`config.mk`:
```
export PLATFORM = sky130hd
export DESIGN_NAME = three_key_press_debouncer_unit
export DESIGN_NICKNAME = d
export VERILOG_FILES = /design/src/tkpd_pkg.sv /design/src/three_key_press_debouncer_unit.sv /design/src/tkpd_short_key.sv /design/src/tkpd_long_key.sv
export VERILOG_INCLUDE_DIRS = /design/src /design/src/src
export SDC_FILE = /design/constraint.sdc
export NUM_CORES = 1
export LEC_CHECK = 0
export ABC_CLOCK_PERIOD_IN_PS = 3190
export BUFFER_PORTS_ARGS = -buffer_cell sky130_fd_sc_hd__buf_2
export CAP_MARGIN = 25
export CELL_PAD_IN_SITES_DETAIL_PLACEMENT = 1
export CELL_PAD_IN_SITES_GLOBAL_PLACEMENT = 2
export CORE_UTILIZATION = 35
export CTS_BUF_LIST = sky130_fd_sc_hd__clkbuf_2
export DETAILED_ROUTE_END_ITERATION = 6
export HOLD_SLACK_MARGIN = 0.15
export PLACE_DENSITY_LB_ADDON = 0.1
export SLEW_MARGIN = 20
export SYNTH_ARGS = -nofsm -noshare
export SYNTH_HDL_FRONTEND = slang
export SYNTH_SLANG_ARGS = --single-unit
```
`constraint.sdc`:
```
create_clock -name clk -period 3.19 [get_ports clk]
set_input_delay 0.638 -clock clk [delete_from_list [all_inputs] [get_ports clk]]
set_output_delay 0.638 -clock clk [all_outputs]
set_load 0.01 [all_outputs]
```
`src/three_key_press_debouncer_unit_macros.svh`:
```
// ----------------------------------------------------------------------------
// Three-key press debouncer assertion macros
// Shared concurrent assertion forms for the debouncer unit.
// ----------------------------------------------------------------------------
`ifndef THREE_KEY_PRESS_DEBOUNCER_UNIT_MACROS_SVH
`define THREE_KEY_PRESS_DEBOUNCER_UNIT_MACROS_SVH

// Same-cycle implication, disabled during reset
`define TKPD_ASSERT_NOW(label, clk, rst_n, ante, cons) \
	label: assert property (@(posedge clk) disable iff (!(rst_n)) (ante) |-> (cons)) \
		else $error("tkpd assertion failed");

// Next-cycle implication, disabled during reset
`define TKPD_ASSERT_NEXT(label, clk, rst_n, ante, cons) \
	label: assert property (@(posedge clk) disable iff (!(rst_n)) (ante) |=> (cons)) \
		else $error("tkpd assertion failed");

`endif

```
`src/tkpd_pkg.sv`:
```
`timescale 1ns / 1ps
// ----------------------------------------------------------------------------
// Three-key press debouncer package
// Phase codes, configuration layout and result types.
// ----------------------------------------------------------------------------
package tkpd_pkg;

	localparam int CFG_W     = 16;
	localparam int CFG_IDX_W = 1;

	localparam logic [CFG_IDX_W-1:0] CFG_DEBOUNCE_TICKS   = 1'b0;
	localparam logic [CFG_IDX_W-1:0] CFG_LONG_PRESS_TICKS = 1'b1;

	localparam logic [CFG_W-1:0] DEBOUNCE_TICKS_RST   = 16'd20;
	localparam logic [CFG_W-1:0] LONG_PRESS_TICKS_RST = 16'd1000;

	typedef enum logic [1:0] {
		PH_IDLE    = 2'd0,
		PH_PRESS   = 2'd1,
		PH_HELD    = 2'd2,
		PH_RELEASE = 2'd3
	} phase_t;

	typedef struct packed {
		logic [CFG_W-1:0] debounce_ticks;
		logic [CFG_W-1:0] long_press_ticks;
	} cfg_t;

	typedef struct packed {
		logic start;
		logic stop;
		logic clear;
	} pulse_t;

endpackage

```
`src/three_key_press_debouncer_unit.sv`:
```
// The result of an accepted request is registered in the output register, or in the skid when the output is stalled.
// Throughput: one request per cycle while in_stall is low; key state updates in a single pass per request.
// A two-entry output buffer (output register plus skid) keeps input open under output stall until the skid fills.
// Reset: arst_n clears all key phases and counters and empties the output buffer;
// debounce_ticks returns to 20 and long_press_ticks to 1000.
`timescale 1ns / 1ps
// ----------------------------------------------------------------------------
// Three-key press debouncer unit
// Start/stop short-press keys and a clear key with long-press detection.
// ----------------------------------------------------------------------------
`include "three_key_press_debouncer_unit_macros.svh"

module three_key_press_debouncer_unit import tkpd_pkg::*; #(
	parameter int COUNT_WIDTH = 16
) (
	input  logic                 clk,
	input  logic                 arst_n,
	input  logic                 cfg_we,
	input  logic [CFG_IDX_W-1:0] cfg_index,
	input  logic [CFG_W-1:0]     cfg_data,
	input  logic                 in_valid,
	output logic                 in_stall,
	input  logic                 start_key_level,
	input  logic                 stop_key_level,
	input  logic                 clear_key_level,
	input  logic                 fault_present,
	output logic                 out_valid,
	input  logic                 out_stall,
	output logic                 start_pulse,
	output logic                 stop_pulse,
	output logic                 clear_faults_pulse
);

	cfg_t   cfg_q;
	pulse_t new_pulse;
	pulse_t main_q, skid_q;
	logic   main_vld_q, skid_vld_q;
	logic   acc, take;

	// configuration
	always_ff @(posedge clk or negedge arst_n) begin
		if (!arst_n) begin
			cfg_q.debounce_ticks   <= DEBOUNCE_TICKS_RST;
			cfg_q.long_press_ticks <= LONG_PRESS_TICKS_RST;
		end else if (cfg_we) begin
			case (cfg_index)
				CFG_DEBOUNCE_TICKS:   cfg_q.debounce_ticks   <= cfg_data;
				CFG_LONG_PRESS_TICKS: cfg_q.long_press_ticks <= cfg_data;
				default: ;
			endcase
		end
	end

	assign in_stall = skid_vld_q;
	assign acc      = in_valid && !skid_vld_q;
	assign take     = main_vld_q && !out_stall;

	tkpd_short_key #(.COUNT_WIDTH(COUNT_WIDTH)) u_start_key (
		.clk     (clk),
		.arst_n  (arst_n),
		.en      (acc),
		.pressed (!start_key_level),
		.cfg     (cfg_q),
		.pulse   (new_pulse.start)
	);

	tkpd_short_key #(.COUNT_WIDTH(COUNT_WIDTH)) u_stop_key (
		.clk     (clk),
		.arst_n  (arst_n),
		.en      (acc),
		.pressed (!stop_key_level),
		.cfg     (cfg_q),
		.pulse   (new_pulse.stop)
	);

	tkpd_long_key #(.COUNT_WIDTH(COUNT_WIDTH)) u_clear_key (
		.clk     (clk),
		.arst_n  (arst_n),
		.en      (acc),
		.pressed (!clear_key_level),
		.fault   (fault_present),
		.cfg     (cfg_q),
		.pulse   (new_pulse.clear)
	);

	// output register and skid
	always_ff @(posedge clk or negedge arst_n) begin
		if (!arst_n) begin
			main_vld_q <= 1'b0;
			skid_vld_q <= 1'b0;
		end else begin
			if (!main_vld_q || take) begin
				main_vld_q <= skid_vld_q || acc;
				skid_vld_q <= 1'b0;
			end else if (acc) begin
				skid_vld_q <= 1'b1;
			end
		end
	end

	always_ff @(posedge clk) begin
		if (!main_vld_q || take) begin
			main_q <= skid_vld_q ? skid_q : new_pulse;
		end
		if (acc && main_vld_q && !take) begin
			skid_q <= new_pulse;
		end
	end

	assign out_valid          = main_vld_q;
	assign start_pulse        = main_q.start;
	assign stop_pulse         = main_q.stop;
	assign clear_faults_pulse = main_q.clear;

	`TKPD_ASSERT_NOW(a_skid_needs_main, clk, arst_n, skid_vld_q, main_vld_q)
	`TKPD_ASSERT_NEXT(a_stalled_accept_to_skid, clk, arst_n, acc && main_vld_q && out_stall, skid_vld_q)
	`TKPD_ASSERT_NEXT(a_skid_drains, clk, arst_n, take && skid_vld_q, main_vld_q && !skid_vld_q)
	`TKPD_ASSERT_NEXT(a_accept_fills_out, clk, arst_n, acc, main_vld_q)

endmodule

```
`src/tkpd_short_key.sv`:
```
`timescale 1ns / 1ps
// ----------------------------------------------------------------------------
// Short-press key debouncer
// Four-phase press/release debouncer; pulses when a release qualifies.
// ----------------------------------------------------------------------------
module tkpd_short_key import tkpd_pkg::*; #(
	parameter int COUNT_WIDTH = 16
) (
	input  logic clk,
	input  logic arst_n,
	input  logic en,
	input  logic pressed,
	input  cfg_t cfg,
	output logic pulse
);

	localparam int CMP_W = (COUNT_WIDTH > CFG_W) ? COUNT_WIDTH : CFG_W;

	phase_t                 ph_q, ph_d;
	logic [COUNT_WIDTH-1:0] cnt_q, cnt_d, cnt_inc;
	logic                   reached;

	assign cnt_inc = (cnt_q == {COUNT_WIDTH{1'b1}}) ? cnt_q : cnt_q + COUNT_WIDTH'(1);
	assign reached = CMP_W'(cnt_inc) >= CMP_W'(cfg.debounce_ticks);

	always_comb begin
		ph_d  = ph_q;
		cnt_d = cnt_q;
		case (ph_q)
			PH_IDLE: begin
				if (pressed) begin
					cnt_d = COUNT_WIDTH'(1);
					ph_d  = PH_PRESS;
				end
			end
			PH_PRESS: begin
				if (pressed) begin
					cnt_d = cnt_inc;
					if (reached) ph_d = PH_HELD;
				end else begin
					cnt_d = '0;
					ph_d  = PH_IDLE;
				end
			end
			PH_HELD: begin
				if (!pressed) begin
					cnt_d = COUNT_WIDTH'(1);
					ph_d  = PH_RELEASE;
				end
			end
			PH_RELEASE: begin
				if (!pressed) begin
					cnt_d = cnt_inc;
					if (reached) begin
						cnt_d = '0;
						ph_d  = PH_IDLE;
					end
				end else begin
					cnt_d = '0;
					ph_d  = PH_HELD;
				end
			end
			default: begin
				cnt_d = '0;
				ph_d  = PH_IDLE;
			end
		endcase
	end

	always_comb begin
		pulse = 1'b0;
		case (ph_q)
			PH_RELEASE: pulse = !pressed && reached;
			default:    pulse = 1'b0;
		endcase
	end

	always_ff @(posedge clk or negedge arst_n) begin
		if (!arst_n) begin
			ph_q  <= PH_IDLE;
			cnt_q <= '0;
		end else if (en) begin
			ph_q  <= ph_d;
			cnt_q <= cnt_d;
		end
	end

endmodule

```
`src/tkpd_long_key.sv`:
```
`timescale 1ns / 1ps
// ----------------------------------------------------------------------------
// Long-press key debouncer
// Debounces the press, counts hold time, pulses on release of a long press while a fault is present.
// ----------------------------------------------------------------------------
module tkpd_long_key import tkpd_pkg::*; #(
	parameter int COUNT_WIDTH = 16
) (
	input  logic clk,
	input  logic arst_n,
	input  logic en,
	input  logic pressed,
	input  logic fault,
	input  cfg_t cfg,
	output logic pulse
);

	localparam int CMP_W = (COUNT_WIDTH > CFG_W) ? COUNT_WIDTH : CFG_W;

	phase_t                 ph_q, ph_d;
	logic [COUNT_WIDTH-1:0] cnt_q, cnt_d, cnt_inc;
	logic                   reached;
	logic                   enough;

	assign cnt_inc = (cnt_q == {COUNT_WIDTH{1'b1}}) ? cnt_q : cnt_q + COUNT_WIDTH'(1);
	assign reached = CMP_W'(cnt_inc) >= CMP_W'(cfg.debounce_ticks);
	assign enough  = CMP_W'(cnt_q) >= CMP_W'(cfg.long_press_ticks);

	always_comb begin
		ph_d  = ph_q;
		cnt_d = cnt_q;
		case (ph_q)
			PH_IDLE: begin
				if (pressed) begin
					cnt_d = COUNT_WIDTH'(1);
					ph_d  = PH_PRESS;
				end
			end
			PH_PRESS: begin
				if (pressed) begin
					cnt_d = cnt_inc;
					if (reached) begin
						cnt_d = '0;
						ph_d  = PH_HELD;
					end
				end else begin
					cnt_d = '0;
					ph_d  = PH_IDLE;
				end
			end
			PH_HELD: begin
				if (pressed) begin
					cnt_d = cnt_inc;
				end else begin
					cnt_d = '0;
					ph_d  = PH_IDLE;
				end
			end
			default: begin
				cnt_d = '0;
				ph_d  = PH_IDLE;
			end
		endcase
	end

	always_comb begin
		pulse = 1'b0;
		case (ph_q)
			PH_HELD: pulse = !pressed && enough && fault;
			default: pulse = 1'b0;
		endcase
	end

	always_ff @(posedge clk or negedge arst_n) begin
		if (!arst_n) begin
			ph_q  <= PH_IDLE;
			cnt_q <= '0;
		end else if (en) begin
			ph_q  <= ph_d;
			cnt_q <= cnt_d;
		end
	end

endmodule
```
**Word-level counts from Yosys, hierarchy flattened**

Index checks and enable logic that the tools add are counted.

- Logic and storage cells: 117
- Input port bits: 26
- Register bits after elaboration: 94
- Output and inout bits: 5

- Bitwise operators: 1
- Muxes and demuxes: 45
- $add $sub $neg: 3
- Order comparisons: 4
- Reduce and logical (&&, ||, !) cells: 26
- Equality and inequality tests: 22

Operators by type and width:

| kind | number |
|---|---|
| $mux 16 | 17 |
| $pmux 16 s4 | 2 |
| $ge 16x16->1 | 4 |
| $add 16x1->16 const B | 3 |
| $eq 16x16->1 const B | 3 |
| $pmux 16 s3 | 1 |
| $mux 2 | 16 |
| $pmux 2 s4 | 2 |
| $ne 3x2->1 const B | 5 |
| $ne 2x2->1 const B | 6 |
| $eq 2x2->1 const B | 5 |
| $reduce_and 5->1 | 2 |
| $logic_and 1x1->1 | 8 |
| $eq 2x1->1 const B | 3 |
| $logic_not 2->1 | 3 |
| $pmux 2 s3 | 1 |
| $reduce_and 2->1 | 3 |
| $reduce_and 3->1 | 2 |
| $mux 1 | 5 |
| $logic_not 1->1 | 4 |
| $reduce_and 4->1 | 1 |
| $mux 3 | 1 |
| $logic_or 1x1->1 | 2 |
| $reduce_bool 2->1 | 1 |
| $not 1->1 | 1 |

**Depth between registers and ports, before layout**

Gate-level depths: netlist of run 1.

- Depth after elaboration: 6
- Mapped depth: 17
- Mapped depth without buffers: 15

**Modules after synthesis**

From an unflattened synthesis of run 1, not the netlist that was laid out.

- Cells, all modules: 778
- Area, all modules: 6942.9 sq um

Modules (own cells, without submodules):

| module | cells an instance | instances | area an instance (sq um) | seq. area each (sq um) |
|---|---|---|---|---|
| tkpd_short_key | 217 | 2 | 1654.1 | 450.4 |
| tkpd_long_key | 255 | 1 | 2074.5 | 450.4 |
| three_key_press_debouncer_unit | 89 | 1 | 1560.2 | 1041.0 |

**Worst setup path after synthesis of run 1**

OpenSTA, ideal clock, no wires.

- Path kind: reg-to-reg
- Start point: register u_clear_key.cnt_q[2]
- End point: register u_clear_key.cnt_q[0]
- Path buffers: 4
- Setup slack: -0.224 ns
- Required time: 3.107 ns
- Period minus slack after synthesis: 3.414 ns
- Setup time: 0.083 ns
- Cell stages (with the launch flop): 18
- Data arrival time: 3.332 ns
- Path through: dfrtp_1 -> buf_2 -> and4_1 -> buf_6 -> nand4_4 -> or3_1 -> buf_2 -> nand3_1 -> xnor2_1 -> ha_1 -> a21o_1 -> a211o_1 -> a221oi_1 -> o31a_1 -> o21a_1 -> buf_2 -> a21oi_1 -> o21ai_0

- Cells in the longest elaborated chain, start to end: 6
- Elaborated cells between the ends (all ways): 8
- Those cells by class: 1 x add/sub; 1 x order compare; 1 x eq/ne; 5 x mux

RTL lines:

| what | RTL line | text |
|---|---|---|
| from (decl) | tkpd_long_key.sv:21 | `logic [COUNT_WIDTH-1:0] cnt_q, cnt_d, cnt_inc;` |
| from (signal assigned) | tkpd_long_key.sv:80 | `cnt_q <= cnt_d;` |
| $add 16x1->16 or $eq 16x16->1 (tied branches) | tkpd_long_key.sv:25 | `assign cnt_inc = (cnt_q == {COUNT_WIDTH{1'b1}}) ? cnt_q : cnt_q + COUNT_WIDTH'(1);` |
| $mux 16 * | tkpd_long_key.sv:25 |  |
| $ge 16x16->1 | tkpd_long_key.sv:26 | `assign reached = CMP_W'(cnt_inc) >= CMP_W'(cfg.debounce_ticks);` |
| $mux 16 | tkpd_long_key.sv:42 | `if (reached) begin` |
| $mux 16 | tkpd_long_key.sv:40 | `if (pressed) begin` |
| $pmux 16 s3 * | tkpd_long_key.sv:32 | `case (ph_q)` |

Mark *: on every way between the ends. The rest lies on a longest branch, timed or not.
A chain may end at the register's enable or synchronous reset.

**Final worst setup path of run 1**

- Start point: register u_clear_key.cnt_q[10]
- End point: register u_clear_key.cnt_q[2]

The elaborated chain is that of the path after synthesis.

==> out/results.ini, run 1 <==
[outcome]
outcome=complete, but fails checks
violations=negative setup slack

[synth]
synthCells=708
synth_seq_cells=94
netlist_area_um2=6430
ys_async_sr_fraction=0.936
synth_ff_type=dfrtp_1
synth-edff-count=6
ys_seq_area_frac=0.372
syn-num-nets=801
yosysWarnings=0
yosys.cell_types.count=63
syn_avg_cell_area_um2=9.09

[placed_design]
place_congestion=0.808
post_dp_cell_area_um2=7840
placed_cells=1076
io_buffers=30
dpl.hpwl_um=15500

[setup_path]
crit_fanout=8
path_cells=and3_4, nand3_4, buf_6, nor3_4, nor2_4, and3_4, xor2_2, ha_1, nand4_1, buf_4, a2111oi_4, nand2_2, o221ai_4, a21oi_2, o21ai_1, o31ai_2
reg2reg_from=u_clear_key.cnt_q[10]
cpLargestDelayFamily=simple AND/OR/NAND/NOR gates
crit_top_cell=and3_4
crit_type=register to register
arrival_ps=3970
cp-startpoint=u_clear_key.cnt_q[10]
crit_buf_inv=2
crit_path_max_incr_delay_ps=440
end_kind=register
slowest_stage=dfrtp_1
cp.required_ps=3750
start_kind=register

[routing]
firstDrtPassIters=4
ant_nets=0
detail_route.iter0.violations=220
viasPerCell=5.33
vias=6105
wl_um=22000
wl_per_cell_um=19.2
drc=0

[power]
ir_drop_uv=206
p_per_area_nw_per_um2=369
power.leakage_nw=4.41
p_total_mw=3.43

[timing]
setup-violations-final=48
slew_headroom=0.387
fmax_mhz=293
min_period_ps=3410
hold_viol_final=0
tns_ps=-4230
timing.hold.ws_ps=184
drv_slew=0
worst_pin_slew_ps=907
timing.final.ws_setup_ps=-223
finalCritPeriodShare=1.07
finClkSkew_ps=52.3
rsz0062_at_grt=true

[floorplanning]
start_util=0.358
ios=31
die_w_um=138
core-area_um2=18000
die_h_um=138
die_area_um2=18900
row_count=49

[finish]
final_cell_count_no_fill=1145
fin_nets=1003
fillers=2040
final_common_cell=buf_4
syn_to_final_growth_pct=44.6
postLayoutCellArea_um2=9300
drive_gt1_frac=0.443
layout_common_cells=buf_4, dfrtp_1, nand2_1, ha_1, inv_1

[global_route]
grt_overflow_total=0
grt_pass1_wl_um=34500
grt_pass1_vias=6608
grtUsageTotal=0.242
grt_antenna_before_repair=1
grt_max_degree=51

[min_path]
min_from=cfg_data[12]
worstHoldPathType=primary input to register

[clock_tree]
cts-htree-levels=3
clock_latency_ps=660
cts_tree=yes
cts_root_buf=clkbuf_2
clockBufferDepth=2
clock-sinks=94
cts_buffers=9
clkTransAtPathRegs_ps=320

[run]
maxCapViolations=0

==> stage by stage <==
step	util	setup slack (ps)
CTS	0.483	-149
finish	0.518	-223
global route	0.518	-380
floorplan	-	-33.0
global placement	0.436	-249
detailed placement	0.436	-321
==> registers in the layout, indices dropped and copies added, names as in the netlist, named ones only <==
signal,count
in_stall,1
cfg_q,32
u_stop_key.cnt_q,16
u_start_key.cnt_q,16
skid_q,3
u_clear_key.ph_q,2
u_start_key.ph_q,1
u_stop_key.ph_q,1
u_clear_key.cnt_q,16
start_pulse,1
clear_faults_pulse,1
stop_pulse,1
out_valid,1
==> where the power goes <==
group	internal [mW]	total [mW]	switching, mW
clock	0.271	0.755	0.484
combinational	0.569	1.26	0.686
sequential	1.33	1.42	0.0948
total	2.17	3.43	1.26
==> repair_timing <==
item                                    4_1_cts  5_1_grt
hold buffers                                  2        0
pin swaps                                    65       80
endpoints found under the setup margin       57       58
setup buffers                                29       23
resized for setup                           102      115
endpoints found under the hold margin        39        0
gates cloned                                  2        0
==> metal layers <==
metal,GRT usage,vias to the layer above,share of wire
li1,-,2970,-
met1,0.299,3044,0.44
met2,0.437,65,0.52
met3,0.0250,26,0.020
met4,0.0757,0,0.020
met5,0,-,0
==> Yosys cell counts (5+ instances only) <==
master / number / area, um2
nand4_1: 9 / 56.3
o21ai_0: 53 / 265
a21oi_1: 46 / 230
mux2_2: 21 / 236
nand2b_1: 8 / 50.1
xor2_1: 8 / 70.1
xnor2_1: 19 / 166
nor2_1: 49 / 184
nand2_1: 78 / 293
or3_1: 13 / 81.3
clkbuf_1: 10 / 37.5
buf_2: 7 / 35.0
a21o_1: 8 / 60.1
o21a_1: 9 / 67.6
nor3_1: 13 / 65.1
a31oi_1: 11 / 68.8
and2_1: 6 / 37.5
inv_1: 49 / 184
dfstp_2: 8 / 210
edfxtp_1: 6 / 180
nor2b_1: 7 / 43.8
and3_1: 8 / 50.1
nand3_1: 29 / 145
o31ai_1: 8 / 60.1
mux2i_1: 5 / 50.1
ha_1: 67 / 838
dfrtp_1: 80 / 2000
a22o_1: 19 / 166
==> final cells by class <==
cell class / instances / area, um2 / share of cell area
Antenna cell: 1 / 2.50 / 0.000269
Tap cell: 229 / 287 / 0.0308
Inverter: 49 / 184 / 0.0198
Timing Repair Buffer: 207 / 1630 / 0.175
Sequential cell: 94 / 2390 / 0.257
Multi-Input combinational cell: 549 / 4660 / 0.501
Clock buffer: 10 / 50.0 / 0.00538
Clock inverter: 6 / 92.6 / 0.00996
==> cell families after synthesis <==
logic type | share of synthesized area
compound gates | 0.183
xor+xnor | 0.0368
fa+ha+maj | 0.130
buf+inv | 0.0416
flops | 0.372
mux | 0.0445
simple gates | 0.192
==> tightest hold or removal path: cells and delay by family <==
kind / cells / cell delay (ps)
AND/OR/NAND/NOR: 1 / 50
buffers and inverters: 1 / 100
AO/OA/AOI/OAI: 1 / 60
==> final timing paths <==
kind	end	cells past startpoint	slack, ps
max in group asynchronous	cfg_q[5]	3	1980
min in group asynchronous	u_stop_key.cnt_q[14]	2	480
worst max-delay path	u_clear_key.cnt_q[2]	16	-220
worst min-delay path	cfg_q[28]	3	180
worst min register to register	cfg_q[4]	1	560
worst max register to register	u_clear_key.cnt_q[2]	16	-220
(Power assumes the default switching activity.)
==> run 2, diff against run 1 <==
--- a/config.mk
+++ b/config.mk
@@ -11,7 +11,7 @@
 export CAP_MARGIN = 25
 export CELL_PAD_IN_SITES_DETAIL_PLACEMENT = 1
 export CELL_PAD_IN_SITES_GLOBAL_PLACEMENT = 2
-export CORE_UTILIZATION = 35
+export CORE_UTILIZATION = 37
 export CTS_BUF_LIST = sky130_fd_sc_hd__clkbuf_2
 export DETAILED_ROUTE_END_ITERATION = 6
 export HOLD_SLACK_MARGIN = 0.15
==> out/results.ini, run 2 (same netlist as run 1, synthesis figures left out) <==
[routing]
wl_per_cell_um=21.5  ; +12%
vias=6505  ; +6.6%
viasPerCell=5.54  ; +3.8%
firstDrtPassIters=5  ; +1
detail_route.iter0.violations=349  ; +59%
wl_um=25200  ; +14%
drc=0  ; unchanged
ant_nets=0  ; unchanged

[timing]
rsz0062_at_grt=true
hold_viol_final=0  ; unchanged
worst_pin_slew_ps=1250  ; +340 ps
fmax_mhz=282  ; -3.9%
finalCritPeriodShare=1.11  ; +0.0434
setup-violations-final=57  ; +19%
tns_ps=-8990  ; -4770 ps
timing.final.ws_setup_ps=-361  ; -138 ps
min_period_ps=3550  ; +138 ps
slew_headroom=0.162  ; -0.225
finClkSkew_ps=33.3  ; -19.0 ps
drv_slew=0  ; unchanged

[placed_design]
place_congestion=0.825  ; +2.2%
dpl.hpwl_um=15500  ; -0.15%
io_buffers=30  ; unchanged

[setup_path]
crit_buf_inv=5  ; +3
crit_top_cell=buf_4
cpLargestDelayFamily=compound AO/OA/AOI/OAI gates
crit_type=register to register
path_cells=ha_2, and3_4, nand4_1, buf_4, buf_4, buf_4, nor2_1, a21oi_1, ha_1, nand2_1, a21o_1, a21oi_2, a21oi_4, buf_6, buf_12, a31oi_4, o21ai_1, a21o_1
start_kind=register
cp.required_ps=3810  ; +60 ps
crit_path_max_incr_delay_ps=440  ; about the same
crit_fanout=4  ; -4
arrival_ps=4170  ; +200 ps
end_kind=register
slowest_stage=dfrtp_1

[min_path]
worstHoldPathType=primary input to register

[outcome]
violations=negative setup slack
outcome=complete, but fails checks

[finish]
largest_reg_flops=32  ; unchanged
fin_util=0.575  ; +0.0574
syn_to_final_growth_pct=49.8
fin_nets=1042  ; +3.9%
layout_common_cells=buf_4, dfrtp_1, nand2_1, ha_1, inv_1
regMostFlops=cfg_q
final_common_cell=buf_4
drive_gt1_frac=0.448  ; +0.00497

[global_route]
grt_pass1_wl_um=37400  ; +8.2%
grt_antenna_before_repair=1  ; unchanged
grt_pass1_vias=7042  ; +6.6%
grt_overflow_total=0  ; unchanged
grt_max_degree=53  ; +3.9%
grtUsageTotal=0.272  ; +0.0299

[floorplanning]
die_w_um=134  ; -2.7%
ios=31  ; unchanged
die_h_um=134  ; -2.7%
row_count=47  ; -4.1%
die_area_um2=17900  ; -5.3%
core-area_um2=16800  ; -6.7%
start_util=0.384  ; +0.0257

[clock_tree]
cts_root_buf=clkbuf_2
clkTransAtPathRegs_ps=310  ; about the same
clockBufferDepth=2  ; unchanged
cts-htree-levels=3  ; unchanged
clock_latency_ps=680  ; +20 ps
cts_buffers=9  ; unchanged
clock-sinks=94  ; unchanged
cts_tree=yes

[run]
maxCapViolations=0  ; unchanged

[power]
p_per_area_nw_per_um2=357  ; -3.2%
power.leakage_nw=4.59  ; +4.0%
ir_drop_uv=178  ; -14%
p_total_mw=3.44  ; +0.31%

==> run 2: layer usage <==
layer / vias to the layer above / GRT usage / share of wire
li1: 3036 / - / -
met1: 3294 / 0.320 / 0.41
met2: 125 / 0.500 / 0.53
met3: 50 / 0.0348 / 0.030
met4: 0 / 0.100 / 0.028
met5: - / 0 / 0
==> run 2: final cells by class <==
type                            instances  area (um2)
Fill cell                            1911        7120
Multi-Input combinational cell        550        4720
Sequential cell                        94        2390
Timing Repair Buffer                  245        1950
Tap cell                              220         275
Inverter                               49         184
Clock inverter                          7        77.6
Clock buffer                            9        45.0
Antenna cell                            1        2.50
==> run 2: through the flow <==
stage | instance area [um2] | setup slack (ps) | hold slack, ps | std cells
after floorplan | 6520 | -33.0 | 342 | 708
after global placement | 7820 | -267 | 495 | 1065
after detailed placement | 7820 | -402 | 499 | 1065
after CTS | 9020 | -195 | 150 | 1151
after global routing | 9640 | -463 | 169 | 1175
final | 9640 | -361 | 185 | 1175
==> run 2: power by group <==
part | switching [mW] | internal [mW] | leakage [nW]
Clock | 0.509 | 0.193 | 0.0752
Combinational | 0.740 | 0.580 | 3.33
Sequential | 0.0939 | 1.33 | 1.19
Total | 1.34 | 2.10 | 4.59
==> run 2: what timing repair did <==
item,in CTS,in global routing
hold buffers,8,0
setup endpoints to repair,58,58
gates resized for setup,113,105
setup buffers,60,29
endpoints found under the hold margin,37,0
gates cloned,3,1
pin swaps,65,77
==> run 2: final timing paths <==
kind | slack (ps) | cells after the start | from | to
max in group asynchronous | 1990 | 3 | arst_n | cfg_q[8]
min in group asynchronous | 440 | 2 | arst_n | u_clear_key.cnt_q[0]
setup reg to reg | -360 | 18 | u_stop_key.cnt_q[0] | u_stop_key.cnt_q[9]
setup / recovery | -360 | 18 | u_stop_key.cnt_q[0] | u_stop_key.cnt_q[9]
hold / removal | 190 | 2 | start_key_level | register
hold reg to reg | 550 | 1 | cfg_q[11] | cfg_q[11]
